<file path="src/hdl/ssd_pkg.sv">
package ssd_pkg;

  localparam logic [7:0] HDR_BYTE = 8'd19;

  typedef enum logic [2:0] {
    FN_BYTE  = 3'd0,
    FN_POP   = 3'd1,
    FN_START = 3'd2,
    FN_ABORT = 3'd3,
    FN_RDERR = 3'd4
  } func_t;

  typedef enum logic [1:0] {
    MODE_IDLE   = 2'd0,
    MODE_LIST   = 2'd1,
    MODE_STREAM = 2'd2
  } mode_t;

  typedef enum logic [2:0] {
    PH_HEADER = 3'd0,
    PH_SIZE   = 3'd1,
    PH_ID     = 3'd2,
    PH_DATA   = 3'd3,
    PH_CHECK  = 3'd4
  } phase_t;

  localparam logic [3:0] ERR_NONE      = 4'd0;
  localparam logic [3:0] ERR_FULL      = 4'd1;
  localparam logic [3:0] ERR_UNEXP     = 4'd2;
  localparam logic [3:0] ERR_NOHDR     = 4'd3;
  localparam logic [3:0] ERR_IDMIS     = 4'd4;
  localparam logic [3:0] ERR_CHECKSUM  = 4'd5;
  localparam logic [3:0] ERR_FULLSTRM  = 4'd6;
  localparam logic [3:0] ERR_EMPTY     = 4'd7;
  localparam logic [3:0] ERR_ABORTED   = 4'd8;

  localparam logic [2:0] REG_FRAMED = 3'd0;
  localparam logic [2:0] REG_COUNT  = 3'd1;
  localparam logic [2:0] REG_IDS_A  = 3'd2;
  localparam logic [2:0] REG_IDS_B  = 3'd3;
  localparam logic [2:0] REG_IDS_C  = 3'd4;
  localparam logic [2:0] REG_IDS_D  = 3'd5;
  localparam logic [2:0] REG_WIDE_L = 3'd6;
  localparam logic [2:0] REG_WIDE_H = 3'd7;

  typedef struct packed {
    logic        framed;
    logic [5:0]  count;
    logic [255:0] ids;
    logic [127:0] wide;
  } cfg_t;

  typedef struct packed {
    logic [7:0]  id;
    logic [15:0] data;
    logic [1:0]  size;
  } rec_t;

  typedef struct packed {
    logic [3:0]  error_code;
    logic        send_pause;
    logic        record_valid;
    logic [7:0]  record_id;
    logic [15:0] record_data;
    logic [1:0]  record_size;
    logic [3:0]  latched_error;
    logic        busy_res;
  } res_t;

endpackage

</file>
<file path="src/hdl/sensor_stream_deframer.sv">
// A result appears in the cycle after its word is accepted.
// Throughput: one word per cycle while in_ready is high; a single pass through the core's next-state logic.
// in_ready drops only while the result register holds a word not yet taken.
// Reset (rst, synchronous): control state and config registers to defaults; result data
// registers and FIFO contents stay undefined until written (the FIFO is tracked by the pointers alone).
module sensor_stream_deframer #(
  parameter int FIFO_DEPTH    = 64,
  parameter int LIST_LEN      = 32,
  parameter int IGNORE_FRAMES = 2
) (
  input  logic        clk,
  input  logic        rst,
  input  logic        psel,
  input  logic        penable,
  input  logic        pwrite,
  input  logic [5:0]  paddr,
  input  logic [63:0] pwdata,
  output logic [63:0] prdata,
  output logic        pready,
  input  logic        in_valid,
  output logic        in_ready,
  input  logic [2:0]  func,
  input  logic [7:0]  rx_byte,
  output logic        out_valid,
  input  logic        out_ready,
  output logic [3:0]  error_code,
  output logic        send_pause,
  output logic        record_valid,
  output logic [7:0]  record_id,
  output logic [15:0] record_data,
  output logic [1:0]  record_size,
  output logic [3:0]  latched_error,
  output logic        busy_res
);

  ssd_pkg::cfg_t cfg;
  ssd_pkg::res_t res;
  logic          go;

  assign pready   = 1'b1;
  assign in_ready = !out_valid || out_ready;
  assign go       = in_valid && in_ready;

  ssd_regs u_regs (
    .clk, .rst, .psel, .penable, .pwrite, .paddr, .pwdata, .prdata, .cfg
  );

  ssd_core #(
    .FIFO_DEPTH(FIFO_DEPTH), .LIST_LEN(LIST_LEN), .IGNORE_FRAMES(IGNORE_FRAMES)
  ) u_core (
    .clk, .rst, .cfg, .go, .func, .rx_byte, .res
  );

  always_ff @(posedge clk) begin
    if (rst) begin
      out_valid <= 1'b0;
    end else if (go) begin
      out_valid <= 1'b1;
    end else if (out_ready) begin
      out_valid <= 1'b0;
    end
  end

  assign error_code    = res.error_code;
  assign send_pause    = res.send_pause;
  assign record_valid  = res.record_valid;
  assign record_id     = res.record_id;
  assign record_data   = res.record_data;
  assign record_size   = res.record_size;
  assign latched_error = res.latched_error;
  assign busy_res      = res.busy_res;

endmodule

</file>
<file path="src/hdl/ssd_regs.sv">
module ssd_regs (
  input  logic             clk,
  input  logic             rst,
  input  logic             psel,
  input  logic             penable,
  input  logic             pwrite,
  input  logic [5:0]       paddr,
  input  logic [63:0]      pwdata,
  output logic [63:0]      prdata,
  output ssd_pkg::cfg_t    cfg
);

  logic [2:0] idx;
  logic       wr;

  assign idx = paddr[5:3];
  assign wr  = psel && penable && pwrite;

  always_ff @(posedge clk) begin
    if (rst) begin
      cfg.framed <= 1'b0;
      cfg.count  <= 6'd1;
      cfg.ids    <= '0;
      cfg.wide   <= '0;
    end else if (wr) begin
      unique case (idx)
        ssd_pkg::REG_FRAMED: cfg.framed <= pwdata[0];
        ssd_pkg::REG_COUNT:  cfg.count <= pwdata[5:0];
        ssd_pkg::REG_IDS_A:  cfg.ids[63:0] <= pwdata;
        ssd_pkg::REG_IDS_B:  cfg.ids[127:64] <= pwdata;
        ssd_pkg::REG_IDS_C:  cfg.ids[191:128] <= pwdata;
        ssd_pkg::REG_IDS_D:  cfg.ids[255:192] <= pwdata;
        ssd_pkg::REG_WIDE_L: cfg.wide[63:0] <= pwdata;
        ssd_pkg::REG_WIDE_H: cfg.wide[127:64] <= pwdata;
        default: ;
      endcase
    end
  end

  always_comb begin
    unique case (idx)
      ssd_pkg::REG_FRAMED: prdata = {63'd0, cfg.framed};
      ssd_pkg::REG_COUNT:  prdata = {58'd0, cfg.count};
      ssd_pkg::REG_IDS_A:  prdata = cfg.ids[63:0];
      ssd_pkg::REG_IDS_B:  prdata = cfg.ids[127:64];
      ssd_pkg::REG_IDS_C:  prdata = cfg.ids[191:128];
      ssd_pkg::REG_IDS_D:  prdata = cfg.ids[255:192];
      ssd_pkg::REG_WIDE_L: prdata = cfg.wide[63:0];
      ssd_pkg::REG_WIDE_H: prdata = cfg.wide[127:64];
      default:             prdata = '0;
    endcase
  end

endmodule

</file>
<file path="src/hdl/ssd_core.sv">
module ssd_core #(
  parameter int FIFO_DEPTH    = 64,
  parameter int LIST_LEN      = 32,
  parameter int IGNORE_FRAMES = 2
) (
  input  logic             clk,
  input  logic             rst,
  input  ssd_pkg::cfg_t    cfg,
  input  logic             go,
  input  logic [2:0]       func,
  input  logic [7:0]       rx_byte,
  output ssd_pkg::res_t    res
);

  localparam int PW = (FIFO_DEPTH > 1) ? $clog2(FIFO_DEPTH) : 1;

  ssd_pkg::rec_t store [FIFO_DEPTH];

  logic [PW-1:0]  read_ptr, commit_ptr, pending_ptr;
  logic [PW-1:0]  read_ptr_next, commit_ptr_next, pending_ptr_next;
  ssd_pkg::mode_t  mode, mode_next;
  ssd_pkg::phase_t phase, phase_next;
  logic [5:0] list_index, list_index_next;
  logic       byte_index, byte_index_next;
  logic [7:0] running_sum, running_sum_next;
  logic [7:0] frame_length, frame_length_next;
  logic [7:0] length_count, length_count_next;
  logic       ignoring, ignoring_next;
  logic [3:0] ignore_count, ignore_count_next;
  logic       sync_win, sync_win_next;
  logic [3:0] first_error, first_error_next;

  // the entry under construction lives in a working register, not the store
  ssd_pkg::rec_t work, work_next;
  logic          wr_en;
  logic [PW-1:0] wr_addr;
  ssd_pkg::res_t res_next;

  logic [5:0] lcount;
  logic [5:0] lidx_inc;
  logic [PW-1:0] cp_inc, pp_inc;
  logic [7:0] prep_id;
  logic [5:0] prep_idx;
  ssd_pkg::rec_t prep_rec;
  ssd_pkg::rec_t added;
  logic          done;
  logic [7:0]    c;

  function automatic logic [PW-1:0] nxt(input logic [PW-1:0] p);
    nxt = (32'(p) + 1 >= FIFO_DEPTH) ? '0 : p + 1'b1;
  endfunction

  function automatic logic [1:0] idsz(input logic [7:0] id, input logic [127:0] wide);
    idsz = (!id[7] && wide[id[6:0]]) ? 2'd2 : 2'd1;
  endfunction

  always_comb begin
    if (cfg.count == 6'd0) lcount = 6'd1;
    else if (32'(cfg.count) > LIST_LEN) lcount = 6'(LIST_LEN);
    else lcount = cfg.count;
  end

  assign c        = rx_byte;
  assign cp_inc   = nxt(commit_ptr);
  assign pp_inc   = nxt(pending_ptr);
  assign lidx_inc = list_index + 6'd1;

  always_comb begin
    prep_id        = cfg.ids[{prep_idx[4:0], 3'b000} +: 8];
    prep_rec.id    = prep_id;
    prep_rec.size  = idsz(prep_id, cfg.wide);
    prep_rec.data  = '0;
  end

  always_comb begin
    added = work;
    if (work.size == 2'd2 && !byte_index) added.data = work.data | {c, 8'd0};
    else added.data = work.data | {8'd0, c};
    done = ({1'b0, byte_index} + 2'd1) >= work.size;
  end

  always_comb begin
    logic full_c;
    logic [3:0] fe;
    read_ptr_next     = read_ptr;
    commit_ptr_next   = commit_ptr;
    pending_ptr_next  = pending_ptr;
    mode_next         = mode;
    phase_next        = phase;
    list_index_next   = list_index;
    byte_index_next   = byte_index;
    running_sum_next  = running_sum;
    frame_length_next = frame_length;
    length_count_next = length_count;
    ignoring_next     = ignoring;
    ignore_count_next = ignore_count;
    sync_win_next     = sync_win;
    first_error_next  = first_error;
    work_next         = work;
    wr_en             = 1'b0;
    wr_addr           = pending_ptr;
    prep_idx          = lidx_inc;
    res_next          = '0;
    full_c            = (read_ptr == cp_inc);
    fe                = first_error;

    unique case (func)
      ssd_pkg::FN_BYTE: begin
        if (full_c) begin
          if (fe == 4'd0) fe = ssd_pkg::ERR_FULL;
          res_next.error_code = fe;
        end else if (mode == ssd_pkg::MODE_IDLE) begin
          res_next.send_pause = 1'b1;
          if (fe == 4'd0) fe = ssd_pkg::ERR_UNEXP;
          res_next.error_code = fe;
        end else if (mode == ssd_pkg::MODE_STREAM) begin
          running_sum_next  = running_sum + c;
          length_count_next = length_count + 8'd1;
          unique case (phase)
            ssd_pkg::PH_HEADER: begin
              running_sum_next  = ssd_pkg::HDR_BYTE;
              frame_length_next = '0;
              length_count_next = '0;
              if (c != ssd_pkg::HDR_BYTE) begin
                if (!ignoring) begin
                  if (fe == 4'd0) fe = ssd_pkg::ERR_NOHDR;
                  res_next.error_code = fe;
                end
              end else if (ignoring && 32'(ignore_count) < IGNORE_FRAMES) begin
                ignore_count_next = ignore_count + 4'd1;
              end else begin
                // full is already excluded above, so a frame starts
                if (ignoring) begin
                  ignore_count_next = '0;
                  ignoring_next     = 1'b0;
                  sync_win_next     = 1'b1;
                end
                phase_next       = ssd_pkg::PH_SIZE;
                pending_ptr_next = commit_ptr;
                list_index_next  = '0;
                prep_idx         = '0;
                work_next        = prep_rec;
              end
            end
            ssd_pkg::PH_SIZE: begin
              frame_length_next = c;
              length_count_next = '0;
              phase_next        = ssd_pkg::PH_ID;
            end
            ssd_pkg::PH_ID: begin
              if (c == work.id) begin
                phase_next = ssd_pkg::PH_DATA;
              end else begin
                phase_next = ssd_pkg::PH_HEADER;
                if (!sync_win) begin
                  if (fe == 4'd0) fe = ssd_pkg::ERR_IDMIS;
                  res_next.error_code = fe;
                end
              end
            end
            ssd_pkg::PH_DATA: begin
              work_next       = added;
              byte_index_next = !done;
              if (done) begin
                wr_en            = 1'b1;
                wr_addr          = pending_ptr;
                list_index_next  = lidx_inc;
                pending_ptr_next = pp_inc;
                if (read_ptr == nxt(pp_inc)) begin
                  ignoring_next = 1'b1;
                  phase_next    = ssd_pkg::PH_HEADER;
                end else if (lidx_inc < lcount) begin
                  work_next  = prep_rec;
                  phase_next = ssd_pkg::PH_ID;
                end else begin
                  phase_next = ssd_pkg::PH_CHECK;
                end
              end
            end
            default: begin
              phase_next = ssd_pkg::PH_HEADER;
              if (running_sum_next == 8'd0 && frame_length == length_count) begin
                sync_win_next   = 1'b0;
                commit_ptr_next = pending_ptr;
              end else if (!sync_win) begin
                if (fe == 4'd0) fe = ssd_pkg::ERR_CHECKSUM;
                res_next.error_code = fe;
              end
            end
          endcase
        end else begin
          work_next       = added;
          byte_index_next = !done;
          if (done) begin
            wr_en           = 1'b1;
            wr_addr         = commit_ptr;
            commit_ptr_next = cp_inc;
            list_index_next = lidx_inc;
            if (lidx_inc < lcount) work_next = prep_rec;
            else mode_next = ssd_pkg::MODE_IDLE;
          end
        end
      end
      ssd_pkg::FN_POP: begin
        if (read_ptr == commit_ptr) begin
          res_next.error_code = ssd_pkg::ERR_EMPTY;
        end else begin
          res_next.record_valid = 1'b1;
          read_ptr_next = nxt(read_ptr);
        end
      end
      ssd_pkg::FN_START: begin
        if (cfg.framed) begin
          if (mode == ssd_pkg::MODE_STREAM) res_next.send_pause = 1'b1;
          mode_next  = ssd_pkg::MODE_STREAM;
          phase_next = ssd_pkg::PH_HEADER;
        end else begin
          mode_next = ssd_pkg::MODE_LIST;
        end
        list_index_next = '0;
        byte_index_next = 1'b0;
        prep_idx        = '0;
        work_next       = prep_rec;
      end
      ssd_pkg::FN_ABORT: begin
        if (mode == ssd_pkg::MODE_STREAM) res_next.send_pause = 1'b1;
        if (mode != ssd_pkg::MODE_IDLE) begin
          mode_next = ssd_pkg::MODE_IDLE;
          if (fe == 4'd0) fe = ssd_pkg::ERR_ABORTED;
        end
      end
      ssd_pkg::FN_RDERR: begin
        res_next.latched_error = first_error;
        fe = '0;
      end
      default: ;
    endcase
    first_error_next = fe;
    res_next.busy_res = (mode_next != ssd_pkg::MODE_IDLE);
  end

  always_ff @(posedge clk) begin
    if (rst) begin
      read_ptr     <= '0;
      commit_ptr   <= '0;
      pending_ptr  <= '0;
      mode         <= ssd_pkg::MODE_IDLE;
      phase        <= ssd_pkg::PH_HEADER;
      list_index   <= '0;
      byte_index   <= 1'b0;
      running_sum  <= '0;
      frame_length <= '0;
      length_count <= '0;
      ignoring     <= 1'b0;
      ignore_count <= '0;
      sync_win     <= 1'b1;
      first_error  <= '0;
      work         <= '0;
    end else if (go) begin
      read_ptr     <= read_ptr_next;
      commit_ptr   <= commit_ptr_next;
      pending_ptr  <= pending_ptr_next;
      mode         <= mode_next;
      phase        <= phase_next;
      list_index   <= list_index_next;
      byte_index   <= byte_index_next;
      running_sum  <= running_sum_next;
      frame_length <= frame_length_next;
      length_count <= length_count_next;
      ignoring     <= ignoring_next;
      ignore_count <= ignore_count_next;
      sync_win     <= sync_win_next;
      first_error  <= first_error_next;
      work         <= work_next;
    end
  end

  always_ff @(posedge clk) begin
    if (go && wr_en) store[wr_addr] <= added;
  end

  ssd_pkg::rec_t rd_q;
  ssd_pkg::res_t res_q;

  always_ff @(posedge clk) begin
    if (go) begin
      rd_q  <= store[read_ptr];
      res_q <= res_next;
    end
  end

  always_comb begin
    res = res_q;
    if (res_q.record_valid) begin
      res.record_id   = rd_q.id;
      res.record_data = rd_q.data;
      res.record_size = rd_q.size;
    end
  end

endmodule

</file>
<file path="config.mk">
export PLATFORM = sky130hd
export DESIGN_NAME = sensor_stream_deframer
export DESIGN_NICKNAME = d
export VERILOG_FILES = /design/src/hdl/ssd_pkg.sv /design/src/hdl/sensor_stream_deframer.sv /design/src/hdl/ssd_regs.sv /design/src/hdl/ssd_core.sv
export SDC_FILE = /design/constraint.sdc
export NUM_CORES = 2
export LEC_CHECK = 0
export ABC_AREA = 1
export BUFFER_PORTS_ARGS = -buffer_cell sky130_fd_sc_hd__buf_4
export CORE_MARGIN = 3
export CORE_UTILIZATION = 45
export CTS_BUF_LIST = sky130_fd_sc_hd__clkbuf_16
export DETAILED_ROUTE_END_ITERATION = 7
export SLEW_MARGIN = 10
export SYNTH_ARGS = -nofsm -noshare
export SYNTH_HDL_FRONTEND = slang
export SYNTH_HIERARCHICAL = 1
export SYNTH_SLANG_ARGS = --single-unit
</file>
<file path="constraint.sdc">
create_clock -name clk -period 16.75 [get_ports clk]
set_input_delay 3.35 -clock clk [delete_from_list [all_inputs] [get_ports clk]]
set_output_delay 3.35 -clock clk [all_outputs]
set_load 0.05 [all_outputs]
</file>
==> flow_summary.yaml <==
die:
  dieArea_um2: 212300
  die_y_um: 460.8
  die_w_um: 460.8
  io_pins: 192
  start_util_pct: 45.35
  core-area_um2: 205200
  std_cell_rows: 166
logic_synthesis:
  synth_nets: 9116
  synth_cells: 9006
  syn_area_um2: 93070
  yosys_warnings: 6
  ys.flop_type: "edfxtp_1"
  synth_cell_types: 68
  synthArstFlopShare_pct: 0
  synth-seq-cells: 2183
  postSynthAreaPerCell_um2: 10.33
  ys_seq_area_share_pct: 65.25
  synth_edf_count: 1701
drt:
  num_vias: 71790
  drt-initial-drc-count: 9904
  viasPerCell: 6.095
  drc: 0
  firstDrtPassIters: 8
  drt-total-wl_um: 303100
  ant_nets: 0
  wl_per_cell_um: 25.74
timing:
  relSlewSlack_pct: 13.44
  timing.fmax_mhz: 96.72
  skew_ns: 0.04102
  slew_viol_final: 0
  rsz0062_at_grt: "no"
  period_needed_ns: 10.34
  worst_slew_pin_slew_ns: 1.282
  worst_slack_ns: 6.411
  hold_viol_final: 0
  tns_ns: 0
  setup_viol: 0
  period_share_pct: 61.72
place:
  placedInstanceArea_um2: 96720
  hpwl_um: 168200
  gp_congestion: 0.9006
  dp.cells: 11360
  io_buffers: 187
  pre_cts_ws_ns: 5.885
final_layout:
  final_area_um2: 103900
  nFillCells: 18220
  finish.utilization_pct: 50.64
  stdcell_count: 11780
  syn2layout_area_growth_pct: 11.65
  final_nets: 9003
  final_layout_size_suffix_gt1_share_pct: 8.944
cts:
  cts_htree_levels: 4
  clock_latency_ns: 0.87
  cts.sinks: 2183
  cts.clk_slew.worst_paths_ns: 0.06
  clock-root-buffer: "clkbuf_16"
  cts_resized: 0
  clockBufferDepth: 3
  cts_setup_buffers: 0
  cts_hold_buf: 0
  numCtsBuffers: 221
  cts_tree: "yes"
pwr:
  ir_drop_mv: 0.1135
  p_leak_nw: 36.57
  powerDensity_nw_per_um2: 108.9
global_route:
  grt_use_total_pct: 27.78
  grt_pass1_wl_um: 441300
  grt_max_degree: 211
  grt_pass1_vias: 66320
  grt.overflow.total: 0
  antenna_found_initial: 19
critical_path:
  end_kind: "primary output"
  r2r-start: "u_core/read_ptr[0]$_SDFFE_PP0P_"
  r2r-end: "u_core/added[0]$_SDFFE_PP0P_"
  cpPeakStageDelay_ns: 0.85
  required_ns: 13.40
  ff2ff_path_depth: 30
  crit_path_frequent_cell: "buf_4"
  cp.arrival_ns: 6.99
  critPathKind: "in2out"
  worst_setup_path_start_kind: "primary input"
  cp_slowest_cell: "inv_1"
  rrSetupSlack_ns: 8.29
  crit_chain: "buf_4 > inv_2 > nand3_4 > inv_1 > buf_4 > a22oi_1 > nand2_1 > buf_4"
  crit_fanout: 35
min_path:
  min_path_cells: 2
  min_to: "u_core/frame_length[3]$_SDFFE_PP0P_"
  hp-class: "reg2reg"
  min_from: "u_core/frame_length[3]$_SDFFE_PP0P_"
flow_run:
  drv_cap: 0
outcome:
  run_status: "finished, final reports clean"
## power breakdown
part	internal, mW	switching [mW]	leakage (nW)	total (mW)
clock	2.74	2.13	3.68	4.87
combinational	0.120	0.453	12.3	0.573
sequential	5.86	0.0170	20.6	5.87
## cells in the mapped netlist (18+ instances only)
cell type / count / area (µm²)
nor3_1: 363 / 1817
buf_2: 86 / 430.4
o21ai_1: 75 / 375.4
nand4_1: 74 / 462.9
clkbuf_1: 506 / 1899
edfxtp_1: 1701 / 51080
inv_2: 20 / 75.07
xor2_1: 23 / 201.4
inv_1: 349 / 1310
o22ai_1: 267 / 1670
o21ai_0: 1308 / 6546
nor2_1: 1692 / 6351
nand3_1: 500 / 2502
nand3b_1: 22 / 165.2
ha_1: 21 / 262.8
o211ai_1: 88 / 660.6
buf_6: 18 / 202.7
buf_4: 19 / 142.6
o221ai_1: 167 / 1463
nand2_1: 752 / 2823
a31oi_1: 42 / 262.8
a21oi_1: 189 / 945.9
dfxtp_1: 482 / 9649
buf_1: 30 / 112.6
## sequential cells by signal (all words and copies together), names as in the netlist, 8 cells and up
name and count:
u_core/added 10, u_core/frame_length 8, u_core/length_count 8, u_core/rd_q 26
u_core/res 11, u_core/running_sum 8, u_core/store 1664, u_core/work 16
u_regs/cfg 391
## cell usage in the layout, fill, tap and decap left out, types with 20 or more instances in the layout
cell type / count
a21oi_1: 188
a31oi_1: 42
buf_4: 324
bufinv_16: 20
clkbuf_16: 225
clkinv_1: 59
clkinv_2: 32
dfxtp_1: 468
edfxtp_1: 1701
ha_1: 21
inv_1: 385
inv_2: 32
nand2_1: 750
nand3_1: 498
nand3b_1: 22
nand4_1: 74
nor2_1: 1624
nor2_2: 23
nor2_4: 55
nor3_1: 363
o211ai_1: 88
o21ai_0: 1308
o21ai_1: 75
o221ai_1: 167
o22ai_1: 267
xor2_1: 23
## layout make-up
class / instances / area [µm²] / share of cell area [%]
antenna: 12 / 30.03 / 0.02890
clock buffer: 225 / 5630 / 5.418
clock inverter: 184 / 1531 / 1.474
inverter: 377 / 1451 / 1.397
multi-input combinational: 5780 / 28600 / 27.52
sequential: 2183 / 60750 / 58.47
tap: 2688 / 3363 / 3.237
timing repair buffer: 330 / 2552 / 2.456
## per-layer routing
metal / up-vias / GRT usage [%] / share of wire (%) / routed length, µm
met5: - / 0 / 0.0043 / 13
met4: 2 / 10.15 / 3.5 / 10670
met3: 553 / 6.213 / 11 / 33400
met2: 3799 / 41.34 / 44 / 133100
met1: 35400 / 39.85 / 42 / 126000
li1: 32040 / - / - / -
## worst max-delay path by stage
stage,from,to,slack [ns],cells past startpoint
after global placement,func[2],u_core/added[0]$_SDFFE_PP0P_,5.99,30
after floorplan,in_valid,u_core/store[48][0]$_DFFE_PP_,7.83,8
final,paddr[3],prdata[20],6.41,8
after detailed placement,func[2],u_core/added[0]$_SDFFE_PP0P_,5.89,30
after global routing,func[2],u_core/added[0]$_SDFFE_PP0P_,6.09,30
after CTS,paddr[3],prdata[5],6.57,10
## kinds of logic after synthesis
logic type	count (synthesis)	synth area share, %
and+or+nand+nor	3486	15.85
AOI/OAI and AO/OA	2238	13.72
DFF	2183	65.25
buffers and inverters	1043	4.559
xor gates and xnor gates	32	0.3011
adders and majority gates	22	0.3038
other	1	0.004029
muxes	1	0.01076
## per-stage QoR
stage	total power [mW]	hold WS, ns
after floorplan	6.318	0.4414
after global placement	6.532	0.4522
after detailed placement	6.543	0.4585
after CTS	11.37	0.4679
after global routing	11.64	0.4962
final	11.32	0.4678
## worst max-delay path, delay by kind of cell
family	cells	cell delay, ns
buffers and inverters	5	2.47
and+or+nand+nor	2	0.80
AOI/OAI and AO/OA	1	0.25
Note: power is estimated with default switching activity, not from simulation.
